**config.mk**
```make
export PLATFORM = sky130hd
export DESIGN_NAME = odo_ctrl
export DESIGN_NICKNAME = d
export VERILOG_FILES = /design/src/hw/rtl/odo_pkg.sv /design/src/hw/rtl/odo_ctrl.sv
export SDC_FILE = /design/constraint.sdc
export NUM_CORES = 1
export LEC_CHECK = 0
export ABC_CLOCK_PERIOD_IN_PS = 2200
export BUFFER_PORTS_ARGS = -buffer_cell sky130_fd_sc_hd__buf_2
export CAP_MARGIN = 0
export CORE_ASPECT_RATIO = 0.9
export CORE_MARGIN = 5
export CORE_UTILIZATION = 56
export DETAILED_ROUTE_END_ITERATION = 10
export PLACE_DENSITY = 0.83
export SLEW_MARGIN = 25
export SYNTH_ARGS = -nofsm -noshare
export SYNTH_HDL_FRONTEND = slang
export SYNTH_SLANG_ARGS = --single-unit
export TNS_END_PERCENT = 20
```
**constraint.sdc**
```tcl
create_clock -name clk -period 2.2 [get_ports clk]
set_input_delay 0.44 -clock clk [delete_from_list [all_inputs] [get_ports clk]]
set_output_delay 0.44 -clock clk [all_outputs]
set_load 0.02 [all_outputs]
```
**src/hw/rtl/odo_pkg.sv**
```systemverilog
// Shared types, constants and arithmetic helpers for the three-wheel odometry core.
package odo_pkg;

	typedef struct packed {
		logic signed [31:0] left_position;
		logic signed [31:0] right_position;
		logic signed [31:0] rear_position;
	} sample_t;

	typedef struct packed {
		logic signed [31:0] pose_x;
		logic signed [31:0] pose_y;
		logic signed [31:0] pose_heading;
	} pose_t;

	localparam int CFG_W = 24;

	typedef enum logic [1:0] {
		REG_TICK_SCALE   = 2'd0,
		REG_LEFT_OFFSET  = 2'd1,
		REG_RIGHT_OFFSET = 2'd2,
		REG_REAR_OFFSET  = 2'd3
	} reg_idx_t;

	localparam logic [CFG_W-1:0] TICK_SCALE_RST   = 24'd1218130;
	localparam logic [CFG_W-1:0] LEFT_OFFSET_RST  = 24'd344064;
	localparam logic [CFG_W-1:0] RIGHT_OFFSET_RST = 24'd271974;
	localparam logic [CFG_W-1:0] REAR_OFFSET_RST  = 24'd131072;

	localparam int CORDIC_STEPS = 30;
	localparam int CORDIC_IW    = $clog2(CORDIC_STEPS);
	localparam logic signed [32:0] CORDIC_GAIN = 33'sd652032874;
	localparam logic [63:0] INV_PI_Q63 = 64'h28BE60DB9391054A;

	localparam int MUL_W  = 35;
	localparam int PROD_W = 2 * MUL_W;
	localparam int WIDE_W = 96;

	localparam logic signed [WIDE_W-1:0] S32_MAX = 96'sd2147483647;
	localparam logic signed [WIDE_W-1:0] S32_MIN = -96'sd2147483648;

	typedef enum logic [4:0] {
		C_NOP, C_LOAD, C_ML, C_MR, C_MS, C_DIVA, C_AQ, C_STRAIGHT,
		C_B1A, C_B1H, C_B2, C_B3, C_KDIV, C_KQ,
		C_H1, C_H2, C_H3, C_H4, C_H5, C_H6, C_H7, C_H8,
		C_O1, C_O2, C_O3, C_O4, C_O5, C_O6, C_POST
	} cmd_t;

	typedef enum logic [5:0] {
		ST_IDLE, ST_ML, ST_MR, ST_MS, ST_DIVA, ST_WAITA, ST_AQ, ST_ACHK,
		ST_AB1, ST_AB2, ST_AB3, ST_AW, ST_KDIV, ST_KW, ST_KQ,
		ST_H1, ST_H2, ST_H3, ST_H4, ST_H5, ST_H6, ST_H7, ST_H8,
		ST_HB1, ST_HB2, ST_HB3, ST_HW,
		ST_O1, ST_O2, ST_O3, ST_O4, ST_O5, ST_O6, ST_POST
	} state_t;

	typedef struct packed {
		logic span_zero;
		logic a_zero;
		logic div_busy;
		logic cordic_busy;
		logic out_busy;
	} status_t;

	function automatic logic signed [31:0] sat32(input logic signed [WIDE_W-1:0] v);
		logic signed [31:0] r;
		if (v > S32_MAX)
			r = 32'sh7FFFFFFF;
		else if (v < S32_MIN)
			r = 32'sh80000000;
		else
			r = v[31:0];
		return r;
	endfunction

	// add half an LSB, then floor
	function automatic logic signed [WIDE_W-1:0] rnd_shift(input logic signed [WIDE_W-1:0] v,
			input int s);
		logic signed [WIDE_W-1:0] half;
		half = 96'sd1 <<< (s - 1);
		return (v + half) >>> s;
	endfunction

	// arctangent of 2^-i in binary-angle units
	function automatic logic [31:0] atan_bam(input logic [CORDIC_IW-1:0] idx);
		logic [31:0] r;
		case (idx)
			5'd0:  r = 32'd536870912;
			5'd1:  r = 32'd316933406;
			5'd2:  r = 32'd167458907;
			5'd3:  r = 32'd85004756;
			5'd4:  r = 32'd42667331;
			5'd5:  r = 32'd21354465;
			5'd6:  r = 32'd10679838;
			5'd7:  r = 32'd5340245;
			5'd8:  r = 32'd2670163;
			5'd9:  r = 32'd1335087;
			5'd10: r = 32'd667544;
			5'd11: r = 32'd333772;
			5'd12: r = 32'd166886;
			5'd13: r = 32'd83443;
			5'd14: r = 32'd41722;
			5'd15: r = 32'd20861;
			5'd16: r = 32'd10430;
			5'd17: r = 32'd5215;
			5'd18: r = 32'd2608;
			5'd19: r = 32'd1304;
			5'd20: r = 32'd652;
			5'd21: r = 32'd326;
			5'd22: r = 32'd163;
			5'd23: r = 32'd81;
			5'd24: r = 32'd41;
			5'd25: r = 32'd20;
			5'd26: r = 32'd10;
			5'd27: r = 32'd5;
			5'd28: r = 32'd3;
			5'd29: r = 32'd1;
			default: r = 32'd0;
		endcase
		return r;
	endfunction

endpackage

```
**src/hw/rtl/odo_ctrl.sv**
```systemverilog
// Odometry sequencer: steps the datapath through one sample.
module odo_ctrl (
	input  logic              clk,
	input  logic              arst_n,
	input  logic              sample_valid,
	output logic              sample_ready,
	input  odo_pkg::status_t  status,
	output odo_pkg::cmd_t     cmd
);
	import odo_pkg::*;

	state_t state_q, state_d;

	always_ff @(posedge clk or negedge arst_n) begin
		if (!arst_n)
			state_q <= ST_IDLE;
		else
			state_q <= state_d;
	end

	always_comb begin
		state_d = state_q;
		case (state_q)
			ST_IDLE:  if (sample_valid) state_d = ST_ML;
			ST_ML:    state_d = ST_MR;
			ST_MR:    state_d = ST_MS;
			ST_MS:    state_d = ST_DIVA;
			ST_DIVA:  state_d = status.span_zero ? ST_ACHK : ST_WAITA;
			ST_WAITA: if (!status.div_busy) state_d = ST_AQ;
			ST_AQ:    state_d = ST_ACHK;
			ST_ACHK:  state_d = status.a_zero ? ST_HB1 : ST_AB1;
			ST_AB1:   state_d = ST_AB2;
			ST_AB2:   state_d = ST_AB3;
			ST_AB3:   state_d = ST_AW;
			ST_AW:    if (!status.cordic_busy) state_d = ST_KDIV;
			ST_KDIV:  state_d = ST_KW;
			ST_KW:    if (!status.div_busy) state_d = ST_KQ;
			ST_KQ:    state_d = ST_H1;
			ST_H1:    state_d = ST_H2;
			ST_H2:    state_d = ST_H3;
			ST_H3:    state_d = ST_H4;
			ST_H4:    state_d = ST_H5;
			ST_H5:    state_d = ST_H6;
			ST_H6:    state_d = ST_H7;
			ST_H7:    state_d = ST_H8;
			ST_H8:    state_d = ST_HB1;
			ST_HB1:   state_d = ST_HB2;
			ST_HB2:   state_d = ST_HB3;
			ST_HB3:   state_d = ST_HW;
			ST_HW:    if (!status.cordic_busy) state_d = ST_O1;
			ST_O1:    state_d = ST_O2;
			ST_O2:    state_d = ST_O3;
			ST_O3:    state_d = ST_O4;
			ST_O4:    state_d = ST_O5;
			ST_O5:    state_d = ST_O6;
			ST_O6:    state_d = ST_POST;
			// hold until the previous pose item is taken
			ST_POST:  if (!status.out_busy) state_d = ST_IDLE;
			default:  state_d = ST_IDLE;
		endcase
	end

	always_comb begin
		sample_ready = 1'b0;
		cmd          = C_NOP;
		case (state_q)
			ST_IDLE: begin
				sample_ready = 1'b1;
				cmd          = sample_valid ? C_LOAD : C_NOP;
			end
			ST_ML:   cmd = C_ML;
			ST_MR:   cmd = C_MR;
			ST_MS:   cmd = C_MS;
			ST_DIVA: cmd = C_DIVA;
			ST_AQ:   cmd = C_AQ;
			ST_ACHK: cmd = status.a_zero ? C_STRAIGHT : C_NOP;
			ST_AB1:  cmd = C_B1A;
			ST_AB2:  cmd = C_B2;
			ST_AB3:  cmd = C_B3;
			ST_KDIV: cmd = C_KDIV;
			ST_KQ:   cmd = C_KQ;
			ST_H1:   cmd = C_H1;
			ST_H2:   cmd = C_H2;
			ST_H3:   cmd = C_H3;
			ST_H4:   cmd = C_H4;
			ST_H5:   cmd = C_H5;
			ST_H6:   cmd = C_H6;
			ST_H7:   cmd = C_H7;
			ST_H8:   cmd = C_H8;
			ST_HB1:  cmd = C_B1H;
			ST_HB2:  cmd = C_B2;
			ST_HB3:  cmd = C_B3;
			ST_O1:   cmd = C_O1;
			ST_O2:   cmd = C_O2;
			ST_O3:   cmd = C_O3;
			ST_O4:   cmd = C_O4;
			ST_O5:   cmd = C_O5;
			ST_O6:   cmd = C_O6;
			ST_POST: cmd = status.out_busy ? C_NOP : C_POST;
			default: cmd = C_NOP;
		endcase
	end

	a_div_done: assert property (@(posedge clk) disable iff (!arst_n)
		(state_q == ST_AQ || state_q == ST_KQ) |-> !status.div_busy)
		else $error("quotient taken while divider busy");

	a_no_overwrite: assert property (@(posedge clk) disable iff (!arst_n)
		(cmd == C_POST) |-> !status.out_busy)
		else $error("pose item overwritten before it was taken");

	a_one_item: assert property (@(posedge clk) disable iff (!arst_n)
		(sample_valid && sample_ready) |=> !sample_ready)
		else $error("second item accepted while one is in work");
endmodule

```
# [After elaboration in Yosys (flattened, before gate mapping)]
# Index checks and enable logic that the tools add are counted.
[word_totals] register_bits=6 inputBits=8
[op_classes] eq_ne=39 mux=14 n_reduce_logical=4
[op_table] operator="6-bit case mux with 34 select lines" n=1
[op_table] operator="5-bit case mux with 28 select lines" n=1
[op_table] operator="6-bit by 5-bit equality test with 1-bit output (second input constant)" n=16
[op_table] operator="6-bit by 4-bit equality test with 1-bit output (second input constant)" n=8
[op_table] operator="6-bit 2-to-1 mux" n=6
[op_table] operator="6-bit by 3-bit equality test with 1-bit output (second input constant)" n=4
[op_table] operator="6-bit by 2-bit equality test with 1-bit output (second input constant)" n=2
[op_table] operator="6-bit equality test (second input constant)" n=2
[op_table] operator="2-bit inequality test (second input constant)" n=6
[op_table] operator="5-bit 2-to-1 mux" n=2
[op_table] operator="6-bit by 1-bit equality test with 1-bit output (second input constant)" n=1
[op_table] operator="6-bit logical NOT" n=1
[op_table] operator="6-bit AND reduction" n=1
[op_table] operator="2-bit OR reduction" n=2
[op_table] operator="3-bit 2-to-1 mux" n=1
[op_table] operator="1-bit 2-to-1 mux" n=2
[op_table] operator="2-bit 2-to-1 mux" n=1

# [Longest topological paths before layout]
# Gate-level depths: netlist of run 1.
[depth] word_depth=3 ltp_mapped=7 ltp_nobuf=4

# [Worst setup path before layout of run 1]
# OpenSTA, ideal clock, no wires.
[synth_path] path_type="reg-to-output" from="register state_q[2]" to="output port cmd[3]" t_arrival_ns=1.585 required_time_ns=1.760 setup_slack_ns=0.175 stages_incl_launch_ff=6 n_path_buf=1 path_cell_list="dfrtp_1 > buf_2 > or3b_1 > a21oi_1 > a311oi_1 > o21ai_0"
[synth_via] elab_chain_cells=3
[synth_lines] element="start, declared" line="odo_ctrl.sv:12" rtl="state_t state_q, state_d;"
[synth_lines] element="start signal, assigned" line="odo_ctrl.sv:18" rtl="state_q <= state_d;"
[synth_lines] element="6-bit by 5-bit equality test with 1-bit output or 6-bit by 4-bit equality test with 1-bit output (tied branches)" line="odo_ctrl.sv:66" rtl="case (state_q)"
[synth_lines] element="2-bit OR reduction (no line)"
[synth_lines] element="5-bit case mux with 28 select lines *" line="odo_ctrl.sv:66"
[synth_lines] element="end, declared" line="odo_ctrl.sv:8" rtl="output odo_pkg::cmd_t cmd"
# Every way passes the cells marked *; elsewhere a longest branch is shown, timed or not.

# [Worst setup path in the final report of run 1]
[layout_path] from="register state_q[1]" to="output port cmd[3]"
# Same word-level chain as after synthesis.

==> results summary, run 1 <==
The max-slew violation total from the final report is 0. From left edge to right edge, the die measures 53.95 um. The final worst clock skew is 0.005528 ns. The number of ports placed on the die boundary is 14. The number of I/O port buffers is 13. The worst-skew pair later-pin latency came out at 0.25 ns.

The path class of the lowest-slack min-delay path is primary input to flip-flop. The number of max-cap violations is 0. The number of nets produced by synthesis came out at 141. For this run, the total global-route usage over all layers was measured as 27.15%. The number of optimization iterations in the first detailed-route pass came out at 5. The count of unresolved DRC violations after routing came out at 0. The clock tree root driver cell is sky130_fd_sc_hd__clkbuf_4. STA classifies the critical path endpoint as a primary output. The largest voltage drop on the vdd net came out at 1.212 mV. The arrival time of data at the critical path endpoint came out at 1.82 ns.

The met3 routing resource usage after global routing came out at 7.530%. The largest family of logic cells by synthesized area is simple AND/OR/NAND/NOR gates. Counting flops with a built-in enable in the synthesized netlist gives 0. The synthesis-to-finish area growth came out at 38.05%.

The final-layout setup total negative slack is -0.07726 ns. The number of antenna diodes in the final layout is 0. The number of global-route vias before repair is 1164. The final reports fail on setup timing. The kind of launch point of the worst setup path is a flip-flop. The fraction of power spent switching nets is 49.82%. The first-pass GRT wire length is 5.464 mm.

The post-layout net count came out at 176. The number of storage elements in the synthesis netlist came out at 6. The leftover overflow at the end of global routing came out at 0. The slowest cell on the critical path is sky130_fd_sc_hd__dfrtp_2.

The number of distinct standard cells referenced by the synthesized netlist is 54. The count of final setup violators came out at 3. The area fraction in compound gates after synthesis is 35.09%. The warning count from the yosys run came out at 0. Of the total power, registers draw 11.5%.

The die outline height is 49.55 um. The starting density of the core came out at 58.50%. The critical path is of the flip-flop to primary output type. The minimum clock period after layout is 2.259 ns. The number of rows in the core area came out at 14.

The buffer levels on the longest clock path is 2. The most instantiated library cell after synthesis is sky130_fd_sc_hd__o21ai_0. Setup repair after global routing could not meet its margin everywhere. The full die area came out at 2673 um^2. Synthesis produced 133 cells. The DRC marker count from the first detailed-route iteration came out at 102. The number of antenna violations at the first check in global routing is 0. Summed over all layers, the routed wires come to 3.493 mm. The signal on the critical path passes through buf_6 > or3b_4 > a21oi_2 > a311oi_1 > o21ai_1 > buf_4. The CTS tree is built.

The total clock buffers created by CTS is 3. The met1 track demand over resource in global routing came out at 35.41%. The peak clock frequency supported by timing is 0.4427 GHz. The area inside the core boundary came out at 1664 um^2. Sorting the synthesized cells by how often they occur yields 12 x sky130_fd_sc_hd__o21ai_0, 7 x sky130_fd_sc_hd__a21oi_1, 7 x sky130_fd_sc_hd__nand2_1.

The global routing met2 resource utilization is 42.34%. The simple-gate portion of the synthesized area is 35.60%. The share of the core filled with cells in the final layout came out at 80.75%.

The count of clock tree sinks came out at 6. The internal cell power came out at 0.001182 W. The required time of the critical path is 1.76 ns. The critical path's largest stage delay is 0.45 ns.

Counting the fill cells in the layout gives 116. Of the total synthesized cell area, the portion taken by XOR and XNOR cells is 0.8997%. The critical-path maximum fanout came out at 6.

The fraction of power consumed by combinational cells came out at 84.3%. The final weighted congestion in routability-driven placement came out at 0.9494. The share of async-settable or async-resettable flops after synthesis is 100.0%.

The largest registers in the layout are state_q (6). Sequential cells were found to cover 15.42% of the synthesized design area. The worst path buffer plus inverter count came out at 2. The pin count of the biggest net entering global routing came out at 14. The total count of hold-check failures in the final report is 0. In this run the most used layer during global routing was met2. The flow ran to the end, but the final reports show violations. The mean cell area of the mapped netlist came out at 7.319 um^2. Setup slack on the critical path of the routed design comes to -0.05872 ns. The clock-pin transition on the worst setup and hold timing paths is 0.04 ns. In the final layout, the share of cells above drive strength 1 is 40.96%. The via count of the routed design came out at 1323. In the synthesized netlist the dominant register cell turns out to be sky130_fd_sc_hd__dfrtp_1.

The share of synthesized area spent on multiplexers came out at 2.185%. More flip-flops sit in one register than any other, and that register is state_q. The antenna violation net count after detailed routing is 0.

Using the TritonRoute via totals, the vias-per-cell ratio works out to 6.963. The power density over the cells came out at 1752 nW/um^2. The kind of cell with the highest combined delay on the critical path is flip-flops. For the pin with the worst max-slew slack, the measured transition is 0.3574 ns. The net switching component of the power is 0.001173 W. The worst path uses 102.7% of the clock period. The share of the synthesized area in the top cell type came out at 15.42%.

The largest area contributor in the synthesized netlist is sky130_fd_sc_hd__dfrtp_1. Summed over all cells, the static leakage comes to 0.5776 nW. OpenSTA, run right after detailed placement, puts the worst setup slack at 0.02519 ns. The number of flip-flops under the largest register name came out at 6. In this run the cell area of the synthesized design comes to 973.4 um^2. The relative max-transition margin came out at 76.09%. In the post-synthesis netlist, the biggest area contributors are sky130_fd_sc_hd__dfrtp_1 15%, sky130_fd_sc_hd__o21ai_0 6.2%, sky130_fd_sc_hd__buf_4 3.9%. The post-synthesis share of cell area spent on full adders, half adders and majority gates is 0%. In this run the number of H-tree levels came out at 1. The final HPWL from detailed placement is 2.115 mm. The share of power burned in the clock network is 4.2%.

The average wire length per cell after detail routing came out at 18.38 um.
-- power by group through the flow --
| stage | Sequential, W | Clock, W | Combinational, W |
|---|---|---|---|
| 2_1_floorplan | 0.000195 | 0 | 0.00114 |
| 3_3_place_gp | 0.000283 | 0 | 0.00140 |
| 5_1_grt | 0.000279 | 0.000114 | 0.00213 |
| 3_5_place_dp | 0.000289 | 0 | 0.00144 |
| 4_1_cts | 0.000260 | 0.000103 | 0.00182 |
| 6_report | 0.000271 | 0.0000991 | 0.00198 |
-- path summary, 6_finish.rpt --
path | start | to | slack (ns) | cells after the start
worst max-delay path | state_q[1] | cmd[3] | -0.06 | 6
worst min-delay path | status[1] | state_q[1] | 0.51 | 3
worst max register to register | state_q[1] | state_q[0] | 0.36 | 5
worst min register to register | state_q[0] | state_q[2] | 0.75 | 3
max in group asynchronous | arst_n | state_q[4] | 1.43 | 2
min in group asynchronous | arst_n | state_q[2] | 0.60 | 2
-- what timing repair did --
item	CTS	global route
gates cloned	0	0
setup endpoints to repair	5	5
setup buffers	14	0
endpoints found under the hold margin	0	3
pin swaps	5	4
hold buffers	0	1
resized for setup	24	12
-- routing by layer --
metal / wire length (um) / up-vias
li1: - / 583
met3: 424 / 20
met4: 129 / 0
met1: 1305 / 609
met2: 1633 / 111
met5: 0 / -
-- layout by cell type (no fill, tap or decap), types with 3 or more instances in the layout --
master	instances
sky130_fd_sc_hd__a21oi_1	6
sky130_fd_sc_hd__buf_2	9
sky130_fd_sc_hd__buf_4	30
sky130_fd_sc_hd__buf_6	5
sky130_fd_sc_hd__clkbuf_4	3
sky130_fd_sc_hd__dfrtp_2	5
sky130_fd_sc_hd__inv_1	4
sky130_fd_sc_hd__nand2_1	6
sky130_fd_sc_hd__nand2b_1	5
sky130_fd_sc_hd__nand3_1	3
sky130_fd_sc_hd__nand4_1	5
sky130_fd_sc_hd__nor2_1	4
sky130_fd_sc_hd__nor2b_1	4
sky130_fd_sc_hd__nor3b_2	3
sky130_fd_sc_hd__o21ai_0	8
sky130_fd_sc_hd__o21ai_1	4
-- final cells by class --
cell class / count / area [um^2] / share of cell area, %
well taps: 24 / 30.03 / 2.235
flip-flops and latches: 6 / 156.4 / 11.64
inverters: 4 / 15.01 / 1.117
repair buffers: 45 / 336.6 / 25.05
multi-input cells: 108 / 783.3 / 58.29
clock buffers: 3 / 22.52 / 1.676
-- kinds of logic after synthesis --
family	after synthesis
AOI/OAI and AO/OA	49
and+or+nand+nor	56
muxes	2
buffers and inverters	19
DFF	6
xor gates and xnor gates	1
-- through the flow --
| step | cell area, um^2 | cells | hold WS, ns | power [W] |
|---|---|---|---|---|
| after floorplan | 973.4 | 133 | 0.1444 | 0.001337 |
| after global placement | 1106 | 172 | 0.2668 | 0.001679 |
| after detailed placement | 1106 | 172 | 0.2678 | 0.001729 |
| after CTS | 1294 | 189 | 0.001578 | 0.002184 |
| after global routing | 1344 | 190 | 0.5099 | 0.002520 |
| final | 1344 | 190 | 0.5129 | 0.002355 |
-- worst register-to-register path: cells and delay by family, from the launching register on --
| family | cells | cell delay, ns |
|---|---|---|
| buf+inv | 1 | 0.14 |
| mux | 1 | 0.33 |
| flops | 1 | 0.45 |
| simple gates | 3 | 0.78 |
Note: power is estimated with default switching activity, not from simulation.
==> run 2: changes to the inputs <==
--- a/config.mk
+++ b/config.mk
@@ -12,7 +12,9 @@
 export CORE_MARGIN = 5
 export CORE_UTILIZATION = 56
 export DETAILED_ROUTE_END_ITERATION = 10
+export GPL_TIMING_DRIVEN = 0
 export PLACE_DENSITY = 0.83
+export SKIP_LAST_GASP = 1
 export SLEW_MARGIN = 25
 export SYNTH_ARGS = -nofsm -noshare
 export SYNTH_HDL_FRONTEND = slang
==> run 2 against run 1 <==
  * The flow still finishes with violations (setup timing)
  * Final cell count fell by 4.2%
  * Setup slack got worse by 0.11 ns
  * Sequential power fell by 18%
  * Critical path type unchanged
  * Critical endpoint unchanged
==> results summary, run 2 (synthesis results as in run 1) <==
The endpoint type of the worst setup path is a primary output. The number of antenna diodes was 0 (unchanged). The post-route non-filler standard cell count is 182 (-4.2%). The peak clock frequency supported by timing came out at 0.4224 GHz (-4.6%). The leading cell type in the layout, fill and taps excluded is sky130_fd_sc_hd__buf_4. The largest registers in the layout are state_q (6). The buffer levels on the longest clock path came to 2 (unchanged). The final total power came to 0.002248 W (-4.5%). The flow ran to the end, but the final reports show violations. Setup repair after global routing could not meet its margin everywhere.

The largest voltage drop on the vdd net came out at 1.395 mV (+15%). The antenna violation net count after detailed routing is 0 (unchanged). The count of clock tree sinks came to 6 (unchanged). The via count of the routed design came out at 1346 (+1.7%).

The number of I/O port buffers was 13 (unchanged). TritonCTS built the clock tree. The library cells used most frequently in the layout, excluding fill and tap cells, are 17 x sky130_fd_sc_hd__buf_4, 13 x sky130_fd_sc_hd__buf_2, 11 x sky130_fd_sc_hd__o21ai_0. The area inside the core boundary came out at 1664 um^2 (unchanged). The post-route worst hold slack is 0.5006 ns (-0.01232 ns).

The share of the core filled with cells in the final layout came to 76.32% (-4.4 points). The transition time at the pin with the least slew margin is 0.4770 ns (+0.1196 ns). The average wire length per cell after detail routing is 20.69 um (+13%). The worst setup path is launched from a flip-flop. The global-route usage over all layers is 28.59% (+1.4 points).

The post-layout net count is 168 (-4.5%). Walking the worst path, the cells encountered are buf_4 > buf_4 > nand2_1 > o21ai_0 > a311oi_1 > o21ai_0 > buf_2. The minimum clock period after layout is 2.367 ns (+0.1085 ns). The leftover overflow at the end of global routing came to 0 (unchanged).

The full die area is 2673 um^2 (unchanged). The relative max-transition margin came out at 68.05% (-8.0 points). The number of rows in the core area came to 14 (unchanged).

The final HPWL from detailed placement was 2.214 mm (+4.7%). The horizontal die dimension is 53.95 um (unchanged). The DRC marker count from the first detailed-route iteration was 111 (+8.8%). The worst path buffer plus inverter count is 3 (+1). The arrival time of data at the critical path endpoint is 1.93 ns (+0.11 ns). Ranked by flip-flop count, first place goes to state_q. The required time of the critical path came out at 1.76 ns (about the same). The starting density of the core came out at 58.50% (unchanged). The H-tree depth is 1 (unchanged). The final worst clock skew was 0.001068 ns (-0.004460 ns). The critical path in this run is classified as flip-flop to primary output. The die outline height was 49.55 um (unchanged).

The proportion of layout cells with a drive suffix above 1 came out at 35.44% (-5.5 points). The count of final setup violators is 5 (+2). The number of flip-flops under the largest register name came to 6 (unchanged). The number of global-route vias before repair came to 1135 (-2.5%).

The final weighted congestion in routability-driven placement came out at 0.9270 (-2.4%). The clock-pin transition on the worst setup and hold timing paths is 0.05 ns (about the same). The final reports fail on setup timing. The number of max-cap violations is 0 (unchanged). The worst-skew pair later-pin latency came out at 0.27 ns (+0.02 ns).

The total count of hold-check failures in the final report is 0 (unchanged). The worst-case setup slack after placement is 0.01959 ns (-0.005608 ns). The critical-path maximum fanout came out at 10 (+4).

The worst setup margin is -0.1673 ns (-0.1085 ns). The max-slew violation total from the final report came out at 0 (unchanged). The number of placed instances with taps included was 170 (-1.2%). The number of optimization iterations in the first detailed-route pass is 6 (+1).

The largest individual stage delay along the critical path comes from the cell sky130_fd_sc_hd__dfrtp_1. The count of unresolved DRC violations after routing came out at 0 (unchanged). The path class of the tightest hold or removal check is primary input to flip-flop. The final wirelength was 3.766 mm (+7.8%).

The power density over the cells was 1770 nW/um^2 (+1.0%). The number of antenna violations at the first check in global routing came out at 0 (unchanged). The synthesis-to-finish area growth came out at 30.46%. The cell family contributing the most delay on the critical path is buffers and inverters.

The cell sitting at the root of the clock tree is a sky130_fd_sc_hd__clkbuf_4. The total clock buffers created by CTS came to 3 (unchanged). The critical path's largest stage delay came to 0.41 ns (-0.04 ns). The static leakage power came out at 0.5265 nW (-8.8%).

The pin count of the biggest net entering global routing came out at 11 (-3). The number of ports placed on the die boundary was 14 (unchanged). The first-pass GRT wire length came out at 5.506 mm (+0.77%). The via density per instance is 7.396 (+6.2%). The final critical-path share of the clock period came out at 107.6% (+4.9 points).
## run 2: changes by cell type in the layout (fill, tap and decap cells not counted), moves of 3 or more
cell	change
sky130_fd_sc_hd__o21ai_0	+3
sky130_fd_sc_hd__dfrtp_2	-3
sky130_fd_sc_hd__buf_4	-13
sky130_fd_sc_hd__buf_2	+4
sky130_fd_sc_hd__dfrtp_1	+3
## run 2: cell type report
cell class	count	area [um^2]
well taps	24	30.03
flip-flops and latches	6	152.6
fillers	116	394.1
multi-input cells	108	779.5
plain buffers	14	118.9
inverters	4	18.77
clock buffers	3	22.52
repair buffers	23	147.6
## run 2: per-stage QoR
step / setup TNS, ns / area [um^2]
2_1_floorplan: 0 / 973.4
3_3_place_gp: 0 / 1069
3_5_place_dp: 0 / 1069
4_1_cts: -0.2078 / 1205
5_1_grt: -0.9952 / 1270
6_report: -0.5410 / 1270
## run 2: report_power, final
part / switching [W] / total [W] / internal, W
sequential: 0.0000580 / 0.000223 / 0.000165
clock: 0.0000538 / 0.000116 / 0.0000626
combinational: 0.00108 / 0.00191 / 0.000830
## run 2: final timing paths
| kind | to | slack, ns | cells past startpoint | startpoint |
|---|---|---|---|---|
| worst max-delay path | cmd[3] | -0.17 | 7 | state_q[0] |
| worst min-delay path | state_q[5] | 0.50 | 3 | status[0] |
| worst max register to register | state_q[0] | 0.34 | 5 | state_q[1] |
| worst min register to register | state_q[2] | 0.68 | 2 | state_q[5] |
| max in group asynchronous | state_q[4] | 1.47 | 2 | arst_n |
| min in group asynchronous | state_q[1] | 0.55 | 2 | arst_n |
## run 2: timing repair
item | in CTS | in global routing
hold buffers | 1 | 0
pin swaps | 1 | 1
resized for setup | 24 | 9
setup buffers | 5 | 4
hold endpoints to repair | 6 | 0
setup endpoints to repair | 5 | 5
gates cloned | 0 | 0
## run 2: routing by layer
metal,GRT usage (%),vias to the layer above,wire length (um)
li1,-,566,-
met1,38.64,630,1421
met2,41.94,123,1722
met3,6.627,27,408
met4,13.19,0,214
met5,0,-,0
## run 2: tightest hold or removal path, delay by kind of cell
family,cells,cell delay [ns]
compound gates,1,0.13
buf+inv,1,0.09
simple gates,1,0.05
